$ cat config.mk
export PLATFORM = sky130hd
export DESIGN_NAME = des_key_schedule
export DESIGN_NICKNAME = d
export VERILOG_FILES = /design/src/des_ks_pkg.sv /design/src/des_ks_rot.sv /design/src/des_key_schedule.sv
export SDC_FILE = /design/constraint.sdc
export NUM_CORES = 1
export LEC_CHECK = 0
export ABC_AREA = 1
export BUFFER_PORTS_ARGS = -buffer_cell sky130_fd_sc_hd__buf_2
export CAP_MARGIN = 20
export CORE_AREA = 2 2 85 148
export DETAILED_ROUTE_END_ITERATION = 16
export DIE_AREA = 0 0 87 150
export PLACE_DENSITY = 0.8
export REMOVE_ABC_BUFFERS = 1
export SLEW_MARGIN = 0
export SYNTH_ARGS = -nofsm -noshare
export SYNTH_HDL_FRONTEND = slang
export SYNTH_SLANG_ARGS = --single-unit
$ cat constraint.sdc
create_clock -name aclk -period 4.4 [get_ports aclk]
set_clock_uncertainty 0.1 [all_clocks]
set_input_delay 0.88 -clock aclk [delete_from_list [all_inputs] [get_ports aclk]]
set_output_delay 0.88 -clock aclk [all_outputs]
set_load 0.01 [all_outputs]
$ cat src/des_ks_pkg.sv
// Shared constants, types and permutation functions for the DES key schedule.
package des_ks_pkg;

    localparam int KEY_W   = 64;
    localparam int HALF_W  = 28;
    localparam int CD_W    = 2 * HALF_W;
    localparam int RK_W    = 48;
    localparam int ROUNDS  = 16;
    localparam int ROUND_W = $clog2(ROUNDS);
    localparam int RNUM_W  = 5;
    localparam int SCHED_W = 16;

    localparam logic [SCHED_W-1:0] SCHED_RESET = 16'h8103;

    typedef logic [HALF_W-1:0] half_t;

    typedef struct packed {
        half_t c;
        half_t d;
    } cd_t;

    localparam logic [6:0] PC1_TABLE [CD_W] = '{
        7'd57, 7'd49, 7'd41, 7'd33, 7'd25, 7'd17, 7'd9,
        7'd1,  7'd58, 7'd50, 7'd42, 7'd34, 7'd26, 7'd18,
        7'd10, 7'd2,  7'd59, 7'd51, 7'd43, 7'd35, 7'd27,
        7'd19, 7'd11, 7'd3,  7'd60, 7'd52, 7'd44, 7'd36,
        7'd63, 7'd55, 7'd47, 7'd39, 7'd31, 7'd23, 7'd15,
        7'd7,  7'd62, 7'd54, 7'd46, 7'd38, 7'd30, 7'd22,
        7'd14, 7'd6,  7'd61, 7'd53, 7'd45, 7'd37, 7'd29,
        7'd21, 7'd13, 7'd5,  7'd28, 7'd20, 7'd12, 7'd4
    };

    localparam logic [5:0] PC2_TABLE [RK_W] = '{
        6'd14, 6'd17, 6'd11, 6'd24, 6'd1,  6'd5,
        6'd3,  6'd28, 6'd15, 6'd6,  6'd21, 6'd10,
        6'd23, 6'd19, 6'd12, 6'd4,  6'd26, 6'd8,
        6'd16, 6'd7,  6'd27, 6'd20, 6'd13, 6'd2,
        6'd41, 6'd52, 6'd31, 6'd37, 6'd47, 6'd55,
        6'd30, 6'd40, 6'd51, 6'd45, 6'd33, 6'd48,
        6'd44, 6'd49, 6'd39, 6'd56, 6'd34, 6'd53,
        6'd46, 6'd42, 6'd50, 6'd36, 6'd29, 6'd32
    };

    function automatic cd_t pc1(input logic [KEY_W-1:0] k);
        logic [CD_W-1:0] acc;
        acc = '0;
        for (int i = 0; i < CD_W; i++) begin
            acc[CD_W-1-i] = k[6'(KEY_W - int'(PC1_TABLE[i]))];
        end
        return cd_t'(acc);
    endfunction

    function automatic logic [RK_W-1:0] pc2(input cd_t cd);
        logic [RK_W-1:0] acc;
        logic [CD_W-1:0] src;
        src = cd;
        acc = '0;
        for (int i = 0; i < RK_W; i++) begin
            acc[RK_W-1-i] = src[6'(CD_W - int'(PC2_TABLE[i]))];
        end
        return acc;
    endfunction

endpackage

$ cat src/des_ks_rot.sv
// Shared round unit: rotates both key halves by one or two and applies PC-2.
module des_ks_rot (
    input  des_ks_pkg::cd_t                   cd_in,
    input  logic                              single,
    output des_ks_pkg::cd_t                   cd_out,
    output logic [des_ks_pkg::RK_W-1:0]       round_key
);

    localparam int HW = des_ks_pkg::HALF_W;

    always_comb begin
        if (single) begin
            cd_out.c = {cd_in.c[HW-2:0], cd_in.c[HW-1]};
            cd_out.d = {cd_in.d[HW-2:0], cd_in.d[HW-1]};
        end else begin
            cd_out.c = {cd_in.c[HW-3:0], cd_in.c[HW-1:HW-2]};
            cd_out.d = {cd_in.d[HW-3:0], cd_in.d[HW-1:HW-2]};
        end
    end

    assign round_key = des_ks_pkg::pc2(cd_out);

endmodule

$ cat src/des_key_schedule.sv
// DES key schedule top level: sequencer, rotation register and result register.
//
// One key is taken when s_ready is high; the block then issues its sixteen
// round keys, one per cycle unless m_ready stalls the result register, through
// a single shared rotate and PC-2 unit, rounds 1 to 16 in order with m_last_key
// on round 16. After acceptance PC-1 loads the rotation register, then the rounds
// are issued; a round waits while the result register holds an untaken key.
// s_ready is low while rounds are being issued. The round key register lets a
// new key load while round 16 still waits on m_ready.
// cfg_we writes cfg_wdata into the rotation schedule (bit r-1 set: round r
// rotates by one, else by two); reset value 0x8103 is the standard schedule.
module des_key_schedule (
    input  logic                                aclk,
    input  logic                                aresetn,
    input  logic                                s_valid,
    output logic                                s_ready,
    input  logic [des_ks_pkg::KEY_W-1:0]        s_key,
    output logic                                m_valid,
    input  logic                                m_ready,
    output logic [des_ks_pkg::RK_W-1:0]         m_round_key,
    output logic [des_ks_pkg::RNUM_W-1:0]       m_round_number,
    output logic                                m_last_key,
    input  logic                                cfg_we,
    input  logic [des_ks_pkg::SCHED_W-1:0]      cfg_wdata
);

    localparam logic ST_IDLE = 1'b0;
    localparam logic ST_RUN  = 1'b1;

    localparam logic [des_ks_pkg::ROUND_W-1:0] LAST_ROUND =
        des_ks_pkg::ROUND_W'(des_ks_pkg::ROUNDS - 1);

    logic                                 state_reg, state_next;
    logic [des_ks_pkg::ROUND_W-1:0]       round_reg, round_next;
    des_ks_pkg::cd_t                      cd_reg, cd_next;
    logic [des_ks_pkg::SCHED_W-1:0]       sched_reg;
    logic                                 m_valid_reg, m_valid_next;
    logic [des_ks_pkg::RK_W-1:0]          rk_reg;
    logic [des_ks_pkg::RNUM_W-1:0]        rnum_reg;
    logic                                 last_reg;

    des_ks_pkg::cd_t                      cd_rot;
    logic [des_ks_pkg::RK_W-1:0]          rk_rot;
    logic                                 accept;
    logic                                 fire;

    des_ks_rot u_rot (
        .cd_in     (cd_reg),
        .single    (sched_reg[round_reg]),
        .cd_out    (cd_rot),
        .round_key (rk_rot)
    );

    assign s_ready = (state_reg == ST_IDLE);
    assign accept  = s_valid && s_ready;
    assign fire    = (state_reg == ST_RUN) && (!m_valid_reg || m_ready);

    always_comb begin
        state_next   = state_reg;
        round_next   = round_reg;
        cd_next      = cd_reg;
        m_valid_next = m_valid_reg;
        if (m_ready) begin
            m_valid_next = 1'b0;
        end
        unique case (state_reg)
            ST_IDLE: begin
                if (accept) begin
                    cd_next    = des_ks_pkg::pc1(s_key);
                    round_next = '0;
                    state_next = ST_RUN;
                end
            end
            ST_RUN: begin
                if (fire) begin
                    cd_next      = cd_rot;
                    round_next   = round_reg + 1'b1;
                    m_valid_next = 1'b1;
                    if (round_reg == LAST_ROUND) begin
                        state_next = ST_IDLE;
                    end
                end
            end
            default: begin
                state_next = ST_IDLE;
            end
        endcase
    end

    always_ff @(posedge aclk) begin
        if (!aresetn) begin
            state_reg   <= ST_IDLE;
            round_reg   <= '0;
            m_valid_reg <= 1'b0;
            sched_reg   <= des_ks_pkg::SCHED_RESET;
        end else begin
            state_reg   <= state_next;
            round_reg   <= round_next;
            m_valid_reg <= m_valid_next;
            if (cfg_we) begin
                sched_reg <= cfg_wdata;
            end
        end
    end

    always_ff @(posedge aclk) begin
        cd_reg <= cd_next;
        if (fire) begin
            rk_reg   <= rk_rot;
            rnum_reg <= des_ks_pkg::RNUM_W'(round_reg) + 1'b1;
            last_reg <= (round_reg == LAST_ROUND);
        end
    end

    assign m_valid        = m_valid_reg;
    assign m_round_key    = rk_reg;
    assign m_round_number = rnum_reg;
    assign m_last_key     = last_reg;

endmodule

Yosys cells after proc, flatten, opt, wreduce, memory -nomap -nowiden
Index checks and enable logic that the tools add are counted.
{"block": "word_totals", "romBits": 0, "reg_bits": 111, "output_inout_bits": 56, "memories": 0, "ram_bits": 0, "latchBits": 0, "wordCells": 37}
{"block": "op_classes", "n_bitwise": 1, "reduce_logical": 5, "multipliers": 0, "n_eq_ne": 3, "n_shift": 0, "magnitude_cmp": 1, "n_div": 0, "n_mux": 16, "add_sub_neg": 2}
{"operator": "$mux 56", "n": 3}
{"operator": "$pmux 56 s2", "n": 1}
{"operator": "$mux 4", "n": 2}
{"operator": "$pmux 4 s2", "n": 1}
{"operator": "$mux 1", "n": 7}
{"operator": "$add 4x1->5 const B", "n": 1}
{"operator": "$lt 4x5->1 const B", "n": 1}
{"operator": "$add 4x1->4 const B", "n": 1}
{"operator": "$bmux 1 s4", "n": 1}
{"operator": "$eq 4x4->1 const B", "n": 1}
{"operator": "$ne 2x1->1 const B", "n": 2}
{"operator": "$logic_and 1x1->1", "n": 2}
{"operator": "$pmux 1 s2", "n": 1}
{"operator": "$reduce_and 2->1", "n": 1}
{"operator": "$logic_not 1->1", "n": 1}
{"operator": "$logic_or 1x1->1", "n": 1}
{"operator": "$not 1->1", "n": 1}

Longest topological paths before layout
Gate-level depths: netlist of the first run.
{"block": "depth", "ltp_word": 5, "depth_mapped": 12, "mapped_depth_nobuf": 10}

Hierarchy
A second synthesis of the first run with hierarchy kept.
{"block": "unflattened", "cells_unflattened": 636, "area_unflattened_um2": 5964.5}
{"mod": "des_key_schedule", "area_per_inst_um2": 4850.9, "seq_area_each_um2": 3713.6, "cells_each": 406, "instances": 1}
{"mod": "des_ks_rot", "area_per_inst_um2": 1113.6, "seq_area_each_um2": 0.0, "cells_each": 230, "instances": 1}

Worst setup path before layout of the first run
OpenSTA, ideal clock, no wires.
{"block": "synth_path", "path_kind": "input port to flip-flop", "from": "in m_ready", "to": "reg round_reg[3] (netlist bit)", "n_path_buf": 0, "path_slack_ps": 1541, "arrival_ps": 2639, "stages": 7, "t_required_ps": 4179, "path_cell_list": "inv_1 > nand2_1 > nand2_1 > nand2_1 > inv_1 > nand2_1 > a21oi_1"}
{"block": "synth_via", "elab_chain_len": 4}
{"item": "start, declared", "line": "des_key_schedule.sv:19", "text": "input logic m_ready,"}
{"item": "$logic_or 1x1->1", "line": "des_key_schedule.sv:56", "text": "assign fire = (state_reg == ST_RUN) && (!m_valid_reg || m_ready);"}
{"item": "$logic_and 1x1->1", "line": "des_key_schedule.sv:56"}
{"item": "$ne 2x1->1 (no line)"}
{"item": "$reduce_and 2->1 (no line)"}
{"item": "end signal, assigned", "line": "des_key_schedule.sv:98", "text": "round_reg <= round_next;"}
{"item": "end, declared", "line": "des_key_schedule.sv:34", "text": "logic [des_ks_pkg::ROUND_W-1:0] round_reg, round_next;"}
Every way passes these cells.
A chain may end at the register's enable or synchronous reset.

==> impl_metrics.py, run 1 <==
metrics = {
    "die": {
        "die_w_um": 87,
        "dieArea_um2": 13100,
        "die_y_um": 150,
        "io_pins": 141,
        "start_util_pct": 44.2,
        "design.core.area_um2": 11900,
        "placementRows": 53,
    },
    "global_route": {
        "globalRouteTotalUtil_pct": 16.3,
        "antenna_found_initial": 0,
        "grt_pass1_vias": 3741,
        "gr-total-overflow": 0,
        "grt_max_degree": 58,
        "grt_pass1_wl_um": 16700,
    },
    "synthesis": {
        "synth_simple_gate_area_share_pct": 26.1,
        "synth.area.mux_share_pct": 0,
        "syn_inst": 591,
        "ys_seq_area_share_pct": 58.8,
        "synthesis.area_um2": 5240,
        "synth-xor-area-share_pct": 0.334,
        "synth_compound_area_share_pct": 3.34,
        "synth_fa_ha_area_share_pct": 0.239,
        "synth_top_cell_area_share_pct": 50.4,
        "synth_edf_count": 88,
        "synth_top_family_by_area": "simple AND/OR/NAND/NOR gates",
        "yosys_register_bits": 110,
        "synth.most_common_cell": "nand2_1",
        "synth_area_leaders": "edfxtp_1 (50%), nand2_1 (11%), dfxtp_1 (8.4%), nand3_1 (7.4%), nor2_1 (4.9%)",
        "yosysWarnings": 0,
        "avgSynthCellArea_um2": 8.87,
        "synthFlopType": "edfxtp_1",
        "synth_cell_types": 23,
        "synth_area_leader_cell": "edfxtp_1",
        "synth_common_cells": "nand2_1 (157), edfxtp_1 (88), nand3_1 (77), nor2_1 (68), inv_1 (66)",
        "synthArstFlopShare_pct": 0,
    },
    "timing": {
        "tightest_slew_ps": 911,
        "relSlewSlack_pct": 39.1,
        "clock.fmax_ghz": 0.347,
        "hold_viol": 0,
        "setup_violations": 0,
        "rsz0062_at_grt": "false",
        "timing.final.crit_share_pct": 65.6,
        "period_minus_slack_ps": 2880,
        "final.setup.tns_ps": 0,
        "drv_slew": 0,
        "fin_ws_ps": 1520,
    },
    "clock_tree": {
        "clk_pin_slew_ps": 80,
        "holdBufCountCts": 0,
        "numCtsBuffers": 9,
        "root_buffer": "clkbuf_16",
        "cts.sinks": 110,
        "clock_latency_ps": 350,
        "tritoncts": "built",
        "clockBufferDepth": 2,
        "h-tree-depth": 3,
        "post-cts-setup-buffer-count": 0,
        "post_cts_resize_count": 0,
    },
    "detailed_routing": {
        "route.met3.wl_um": 455,
        "met2RoutedLength_um": 5340,
        "drt-met1-wl_um": 4160,
        "top_layer": "met4",
        "remaining_drc_errors": 0,
        "viasPerCell": 4.86,
        "wirelength_um": 10100,
        "drt_first_pass_iters": 5,
        "drt_iter0_drc": 237,
        "antenna_left": 0,
        "avgRoutedWirePerCell_um": 12.6,
        "num_vias": 3899,
    },
    "critical_path": {
        "crit_buf_inv": 4,
        "path_max_fanout": 57,
        "slowest_delay_ps": 630,
        "r2r_start": "round_reg[0]",
        "startpoint_type": "register",
        "worstPathArrival_ps": 2990,
        "path_delay_family": "buffers and inverters",
        "cp_cell_sequence": "inv_2 -> nand2_1 -> nand3_1 -> nand2_1 -> nand2_1 -> nand3_2 -> buf_4 -> nand2_2 -> buf_4 -> inv_1 -> nor2_1 -> nor2_1",
        "required_ps": 4500,
        "cp_slowest_cell": "dfxtp_1",
        "cp_common_cell": "nand2_1",
        "criticalPathCategory": "reg -> reg",
        "end_kind": "register",
        "critPathLaunch": "round_reg[0]",
    },
    "power_and_ir_drop": {
        "p_leak_nw": 2.78,
        "power.density_nw_per_um2": 426,
        "power.total_mw": 2.52,
        "ir_drop_mv": 0.202,
    },
    "cells_and_area": {
        "antenna_cells": 0,
        "syn2layout_area_growth_pct": 12.9,
        "largest_register_ffs": 56,
        "final_area_um2": 5920,
        "layout-drive-gt1-share_pct": 16.5,
        "fillers": 1076,
        "multi_input_area_um2": 1650,
        "seqCellArea_um2": 3080,
        "final_net_count": 746,
    },
    "placed_design": {
        "numPortBuffers": 83,
        "place_congestion": 0.827,
        "place.detailed.hpwl_um": 6600,
        "post-place-ws_ps": 1490,
        "placed_cell_area_um2": 5630,
    },
    "worst_hold_path": {
        "worstHoldStart": "sched_reg[8]",
        "hold_path.class": "reg -> reg",
    },
    "flow_run": {
        "drv_cap": 0,
    },
    "outcome": {
        "status": "finished, final reports clean",
    },
}
per-stage QoR:
stage | hold WS [ps] | util [%] | cells
floorplan | 329 | - | 559
global placement | 339 | 47.4 | 786
detailed placement | 344 | 47.4 | 786
CTS | 364 | 49.9 | 802
global route | 397 | 49.9 | 802
finish | 362 | 49.9 | 802
worst paths after layout:
path,end,slack [ps],cells past startpoint
setup / recovery,cd_reg[48],1520,12
hold / removal,sched_reg[8],360,2
setup reg to reg,cd_reg[48],1520,12
hold reg to reg,sched_reg[8],360,2
per-layer routing:
metal / vias up / GRT usage (%)
met5: - / 0
met4: 0 / 5.86
met3: 10 / 3.42
met2: 117 / 29.5
met1: 1784 / 18.4
li1: 1988 / -
kinds of logic after synthesis:
family          after synthesis
simple gates                322
buf+inv                     120
flops                       110
compound gates               35
xor+xnor                      2
fa+ha+maj                     1
other cells                   1
report_power, final:
group          total [mW]  internal, mW  switching (mW)
Clock               0.790         0.398           0.392
Combinational       0.424         0.145           0.279
Sequential           1.31          1.27          0.0389
Total                2.52          1.81           0.710
worst reg2reg max path: cells and delay by family, from the launching register on:
family | cells | cell delay [ps]
buffers and inverters | 4 | 1350
AND/OR/NAND/NOR | 8 | 660
flip-flops | 1 | 630
area by class of cell:
type | instances | share of cell area (%)
timing repair buffer | 90 | 7.90
tap | 137 | 2.90
multi-input combinational | 381 | 27.9
sequential | 110 | 52.1
inverter | 68 | 4.31
clock inverter | 7 | 1.10
clock buffer | 9 | 3.80
cell usage in the layout, fill, tap and decap left out, types with 3 or more instances in the layout:
master	instances
inv_1	66
nand2_1	156
nand3_1	77
nand3b_1	3
dfxtp_1	22
buf_2	83
edfxtp_1	88
buf_4	7
a21oi_1	6
inv_6	3
o21ai_0	29
and2_1	14
clkbuf_16	9
conb_1	21
nor2_1	68
Power figures use the tool's default switching activity.
==> run 2, diff against run 1 <==
--- a/config.mk
+++ b/config.mk
@@ -5,13 +5,13 @@
 export SDC_FILE = /design/constraint.sdc
 export NUM_CORES = 1
 export LEC_CHECK = 0
-export ABC_AREA = 1
+export ABC_AREA = 0
 export BUFFER_PORTS_ARGS = -buffer_cell sky130_fd_sc_hd__buf_2
 export CAP_MARGIN = 20
-export CORE_AREA = 2 2 85 148
+export CORE_AREA = 2 2 89 154
 export DETAILED_ROUTE_END_ITERATION = 16
-export DIE_AREA = 0 0 87 150
-export PLACE_DENSITY = 0.8
+export DIE_AREA = 0 0 91 156
+export PLACE_DENSITY = 0.79
 export REMOVE_ABC_BUFFERS = 1
 export SLEW_MARGIN = 0
 export SYNTH_ARGS = -nofsm -noshare
==> constraint.sdc (replaced) <==
create_clock -name aclk -period 2.9 [get_ports aclk]
set_clock_uncertainty 0.1 [all_clocks]
set_input_delay 0.58 -clock aclk [delete_from_list [all_inputs] [get_ports aclk]]
set_output_delay 0.58 -clock aclk [all_outputs]
set_load 0.01 [all_outputs]
==> run 2 against run 1 <==
Effect of this change: sequential share of layout area is 4.8 points lower; flip-flop and latch count stayed put; critical path type unchanged; die area is 8.8% higher; non-clock buffer count is 6 higher.
==> impl_metrics.py, run 2 <==
metrics = {
    "clock_tree": {
        "post-cts-setup-buffer-count": 0,
        "clk_pin_slew_ps": 70,
        "holdBufCountCts": 0,
        "clock_latency_ps": 340,
        "cts.sinks": 110,
        "h-tree-depth": 3,
        "numCtsBuffers": 9,
        "root_buffer": "clkbuf_16",
        "tritoncts": "built",
        "post_cts_resize_count": 0,
        "clockBufferDepth": 2,
    },
    "timing": {
        "timing.final.crit_share_pct": 91.5,
        "drv_slew": 0,
        "period_minus_slack_ps": 2650,
        "hold_viol": 0,
        "relSlewSlack_pct": 55.0,
        "fin_ws_ps": 247,
        "clock.fmax_ghz": 0.377,
        "tightest_slew_ps": 675,
        "rsz0062_at_grt": "false",
        "setup_violations": 0,
    },
    "outcome": {
        "status": "finished, final reports clean",
    },
    "global_route": {
        "gr-total-overflow": 0,
        "grt_pass1_vias": 3849,
        "grt_pass1_wl_um": 18800,
        "grt_max_degree": 56,
        "globalRouteTotalUtil_pct": 16.5,
        "antenna_found_initial": 0,
    },
    "critical_path": {
        "critPathLaunch": "round_reg[0]",
        "crit_buf_inv": 1,
        "criticalPathCategory": "reg -> reg",
        "slowest_delay_ps": 570,
        "path_delay_family": "multiplexers",
        "r2r_start": "round_reg[0]",
        "startpoint_type": "register",
        "worstPathArrival_ps": 2640,
        "required_ps": 2880,
        "cp_cell_sequence": "mux4_2 -> mux2i_4 -> buf_4 -> mux2i_1 -> nor2_1 -> a221o_1",
        "end_kind": "register",
        "path_max_fanout": 12,
        "cp_slowest_cell": "mux4_2",
    },
    "synthesis": {
        "synth_area_leader_cell": "edfxtp_1",
        "synth_area_leaders": "edfxtp_1 (46%), mux2i_1 (12%), dfxtp_1 (7.7%), mux2_1 (5.5%), mux2_2 (5.3%)",
        "avgSynthCellArea_um2": 12.6,
        "synth.most_common_cell": "edfxtp_1",
        "synthesis.area_um2": 5700,
        "syn_inst": 454,
        "synthArstFlopShare_pct": 0,
        "yosys_register_bits": 110,
        "yosysWarnings": 0,
        "synth_edf_count": 88,
        "synth_common_cells": "edfxtp_1 (88), mux2i_1 (67), nand2_1 (54), a221o_1 (28), mux2_1 (28)",
        "synth_top_cell_area_share_pct": 46.3,
        "ys_seq_area_share_pct": 54.1,
        "synth_cell_types": 31,
        "synthFlopType": "edfxtp_1",
    },
    "die": {
        "die_y_um": 156,
        "start_util_pct": 44.1,
        "io_pins": 141,
        "placementRows": 55,
        "die_w_um": 91,
        "design.core.area_um2": 12900,
        "dieArea_um2": 14200,
    },
    "placed_design": {
        "place.detailed.hpwl_um": 7610,
        "place_congestion": 0.749,
        "post-place-ws_ps": 260,
        "numPortBuffers": 83,
        "placedCellCount": 683,
        "placed_cell_area_um2": 6200,
    },
    "cells_and_area": {
        "antenna_cells": 0,
        "final_core_util_pct": 50.4,
        "final_net_count": 610,
        "layoutNonFillerInstCount": 700,
        "layout-drive-gt1-share_pct": 27.4,
        "syn2layout_area_growth_pct": 14.4,
        "final_common_cell": "edfxtp_1",
        "largest_register_ffs": 56,
        "final_area_um2": 6520,
        "final_cell_mix": "edfxtp_1 (88), buf_2 (83), mux2i_1 (66), nand2_1 (54)",
    },
    "detailed_routing": {
        "num_vias": 3717,
        "wirelength_um": 11400,
        "antenna_left": 0,
        "viasPerCell": 5.31,
        "avgRoutedWirePerCell_um": 16.2,
        "drt_iter0_drc": 176,
        "remaining_drc_errors": 0,
        "drt_first_pass_iters": 4,
    },
    "worst_hold_path": {
        "worstHoldStart": "cfg_wdata[15]",
        "hold_path.class": "in -> reg",
    },
    "power_and_ir_drop": {
        "p_leak_nw": 2.66,
        "power.density_nw_per_um2": 593,
        "power.total_mw": 3.87,
        "ir_drop_mv": 0.308,
    },
    "flow_run": {
        "drv_cap": 0,
    },
}
[run 2: final timing paths]
path	end	cells after the start	slack, ps
worst max-delay path	cd_reg[24]	6	250
worst min-delay path	sched_reg[15]	3	350
worst max register to register	cd_reg[24]	6	250
worst min register to register	sched_reg[15]	2	390
[run 2: layer usage]
metal / up-vias / track usage [%] / share of wire [%]
li1: 1778 / - / -
met1: 1804 / 19.4 / 41
met2: 115 / 30.1 / 53
met3: 20 / 2.27 / 3.7
met4: 0 / 6.71 / 2.2
met5: - / 0 / 0
[run 2: cells by family (layout without fill, tap and decap cells)]
logic type	after synthesis	in the layout	share of synthesized area (%)
other	1	21	0.0658
buffers and inverters	60	115	6.21
DFF	110	110	54.1
muxes	125	125	23.8
and+or+nand+nor	108	108	8.56
AOI/OAI and AO/OA	47	47	6.76
adders and majority gates	1	1	0.219
xor gates and xnor gates	2	2	0.307
[run 2: power breakdown]
group	total, mW	internal (mW)	switching (mW)
logic	0.653	0.313	0.340
registers	2.00	1.90	0.0985
clock network	1.21	0.639	0.575
total	3.87	2.85	1.01
[run 2: layout make-up]
| class | instances | area, µm² |
|---|---|---|
| Fill cell | 1207 | 6410 |
| Sequential cell | 110 | 3080 |
| Multi-Input combinational cell | 304 | 2350 |
| Timing Repair Buffer | 96 | 571 |
| Clock buffer | 10 | 250 |
| Tap cell | 171 | 214 |
| Clock inverter | 6 | 41.3 |
| Inverter | 3 | 11.3 |
[run 2: worst min-delay path: cells and delay by family]
family                 cells  cell delay (ps)
buffers and inverters      1               70
muxes                      1               50
and+or+nand+nor            1               60
[run 2: metrics by stage]
stage	TNS [ps]	hold slack (ps)
floorplan	-237560	335
global placement	0	349
detailed placement	0	375
CTS	0	343
global route	0	356
finish	0	354
==> run 3, diff against run 2 <==
--- a/config.mk
+++ b/config.mk
@@ -9,6 +9,7 @@
 export BUFFER_PORTS_ARGS = -buffer_cell sky130_fd_sc_hd__buf_2
 export CAP_MARGIN = 20
 export CORE_AREA = 2 2 89 154
+export CTS_CLUSTER_DIAMETER = 60
 export DETAILED_ROUTE_END_ITERATION = 16
 export DIE_AREA = 0 0 91 156
 export PLACE_DENSITY = 0.79
==> constraint.sdc (replaced) <==
create_clock -name aclk -period 2.9 [get_ports aclk]
set_clock_uncertainty 0.1 [all_clocks]
set_input_delay 0.435 -clock aclk [delete_from_list [all_inputs] [get_ports aclk]]
set_output_delay 0.435 -clock aclk [all_outputs]
set_load 0.01 [all_outputs]
==> run 3 against run 2 <==
Effect of this change: sequential share of layout area shrank 0.15 points; hold slack lost 150 ps; count of clock-buffer cells in the layout grew 1; critical path depth is the same; clock power grew 4%; non-clock buffer count is the same; cell count is the same; combinational power is essentially flat; critical endpoint is now cd_reg[25].
==> impl_metrics.py, run 3 (same netlist as run 2, synthesis figures left out) <==
metrics = {
    "die": {
        "placementRows": 55,
        "io_pins": 141,
        "design.core.area_um2": 12900,
        "die_y_um": 156,
        "die_w_um": 91,
        "dieArea_um2": 14200,
        "start_util_pct": 44.1,
    },
    "critical_path": {
        "cp_slowest_cell": "mux4_2",
        "criticalPathCategory": "reg -> reg",
        "cp_cell_sequence": "mux4_2 -> mux2i_4 -> buf_4 -> mux2i_1 -> nor2_1 -> a221o_1",
        "r2r_start": "round_reg[0]",
        "startpoint_type": "register",
        "required_ps": 2910,
        "path_max_fanout": 9,
        "r2r_slack_ps": 330,
        "r2r_cells": 6,
        "slowest_delay_ps": 550,
        "end_kind": "register",
        "worstPathArrival_ps": 2580,
        "reg2reg_to": "cd_reg[25]",
    },
    "cells_and_area": {
        "seqCellArea_um2": 3080,
        "fillers": 1174,
        "final_net_count": 610,
        "syn2layout_area_growth_pct": 14.8,
        "antenna_cells": 0,
        "largest_register_ffs": 56,
        "final_common_cell": "edfxtp_1",
        "layout-drive-gt1-share_pct": 27.4,
        "final_cell_mix": "edfxtp_1 (88), buf_2 (83), mux2i_1 (66), nand2_1 (54)",
        "final_area_um2": 6550,
        "multi_input_area_um2": 2350,
    },
    "clock_tree": {
        "holdBufCountCts": 0,
        "post_cts_resize_count": 0,
        "root_buffer": "clkbuf_16",
        "clk_pin_slew_ps": 70,
        "tritoncts": "built",
        "clockBufferDepth": 2,
        "h-tree-depth": 3,
        "post-cts-setup-buffer-count": 0,
        "clock_latency_ps": 350,
        "cts.sinks": 110,
        "numCtsBuffers": 9,
    },
    "timing": {
        "timing.final.crit_share_pct": 88.7,
        "rsz0062_at_grt": "false",
        "drv_slew": 0,
        "setup_violations": 0,
        "hold_ws_ps": 199,
        "tightest_slew_ps": 643,
        "hold_viol": 0,
        "relSlewSlack_pct": 57.1,
        "period_minus_slack_ps": 2570,
        "clock.fmax_ghz": 0.389,
    },
    "global_route": {
        "grt_pass1_vias": 3827,
        "grt_max_degree": 56,
        "antenna_found_initial": 0,
        "globalRouteTotalUtil_pct": 16.0,
        "gr-total-overflow": 0,
        "grt_pass1_wl_um": 18200,
    },
    "power_and_ir_drop": {
        "power.density_nw_per_um2": 598,
        "ir_drop_mv": 0.307,
        "p_leak_nw": 2.66,
    },
    "detailed_routing": {
        "drt_first_pass_iters": 4,
        "viasPerCell": 5.27,
        "antenna_left": 0,
        "num_vias": 3686,
        "drt_iter0_drc": 107,
        "remaining_drc_errors": 0,
        "wirelength_um": 11200,
        "avgRoutedWirePerCell_um": 16.0,
    },
    "worst_hold_path": {
        "min_to": "sched_reg[8]",
        "hold_path.class": "in -> reg",
        "hold_depth": 3,
        "worstHoldStart": "cfg_wdata[8]",
    },
    "placed_design": {
        "placed_cell_area_um2": 6230,
        "place_congestion": 0.727,
        "numPortBuffers": 83,
        "place.detailed.hpwl_um": 7650,
    },
    "outcome": {
        "status": "finished, final reports clean",
    },
    "flow_run": {
        "drv_cap": 0,
    },
}
[run 3: cell types whose count changed in the layout (fill, tap and decap cells not counted)]
cell	delta
inv_4	-2
clkinv_4	+1
clkbuf_16	+1
[run 3: critical path: cells and delay by family (launching register included)]
kind	cells	cell delay (ps)
DFF	1	410
muxes	3	1200
buffers and inverters	1	290
and+or+nand+nor	1	50
AOI/OAI and AO/OA	1	270
[run 3: cell type report]
type / count / share of cell area, %
sequential: 110 / 47.1
timing repair buffer: 96 / 8.72
clock buffer: 11 / 4.21
multi-input combinational: 304 / 36.0
clock inverter: 5 / 0.574
tap: 171 / 3.27
inverter: 3 / 0.172
[run 3: how the worst max path moves through the flow]
stage                     cells past startpoint    startpoint        endpoint  slack, ps
after detailed placement                      6  round_reg[0]      cd_reg[25]        320
after global placement                        6  round_reg[0]      cd_reg[17]        340
after CTS                                     6  round_reg[0]      cd_reg[25]        310
after floorplan                               5  round_reg[0]  m_round_key[0]      -3410
after global routing                          6  round_reg[0]      cd_reg[18]        220
final                                         6  round_reg[0]      cd_reg[25]        330
[run 3: through the flow]
step | cells | utilization [%] | setup TNS (ps) | total power [mW] | setup WS, ps
4_1_cts | 700 | 50.6 | 0 | 3.94 | 313
6_report | 700 | 50.6 | 0 | 3.91 | 327
3_5_place_dp | 684 | 48.2 | 0 | 2.69 | 317
3_3_place_gp | 682 | 47.8 | 0 | 2.66 | 335
5_1_grt | 700 | 50.6 | 0 | 4.08 | 219
2_1_floorplan | 417 | - | -237560 | 2.47 | -3410
[run 3: routing by layer]
| layer | part of all wire, % | global-route usage, % | up-vias | wire length (µm) |
|---|---|---|---|---|
| met4 | 1.7 | 6.93 | 0 | 190 |
| met3 | 3.7 | 2.66 | 14 | 413 |
| met5 | 0 | 0 | - | 0 |
| met2 | 54 | 29.0 | 95 | 6030 |
| met1 | 41 | 18.3 | 1788 | 4560 |
| li1 | - | - | 1789 | - |
[run 3: report_power, final]
part	internal, mW	switching, mW	total (mW)
clock network	0.691	0.572	1.26
logic	0.313	0.340	0.653
registers	1.90	0.0974	2.00
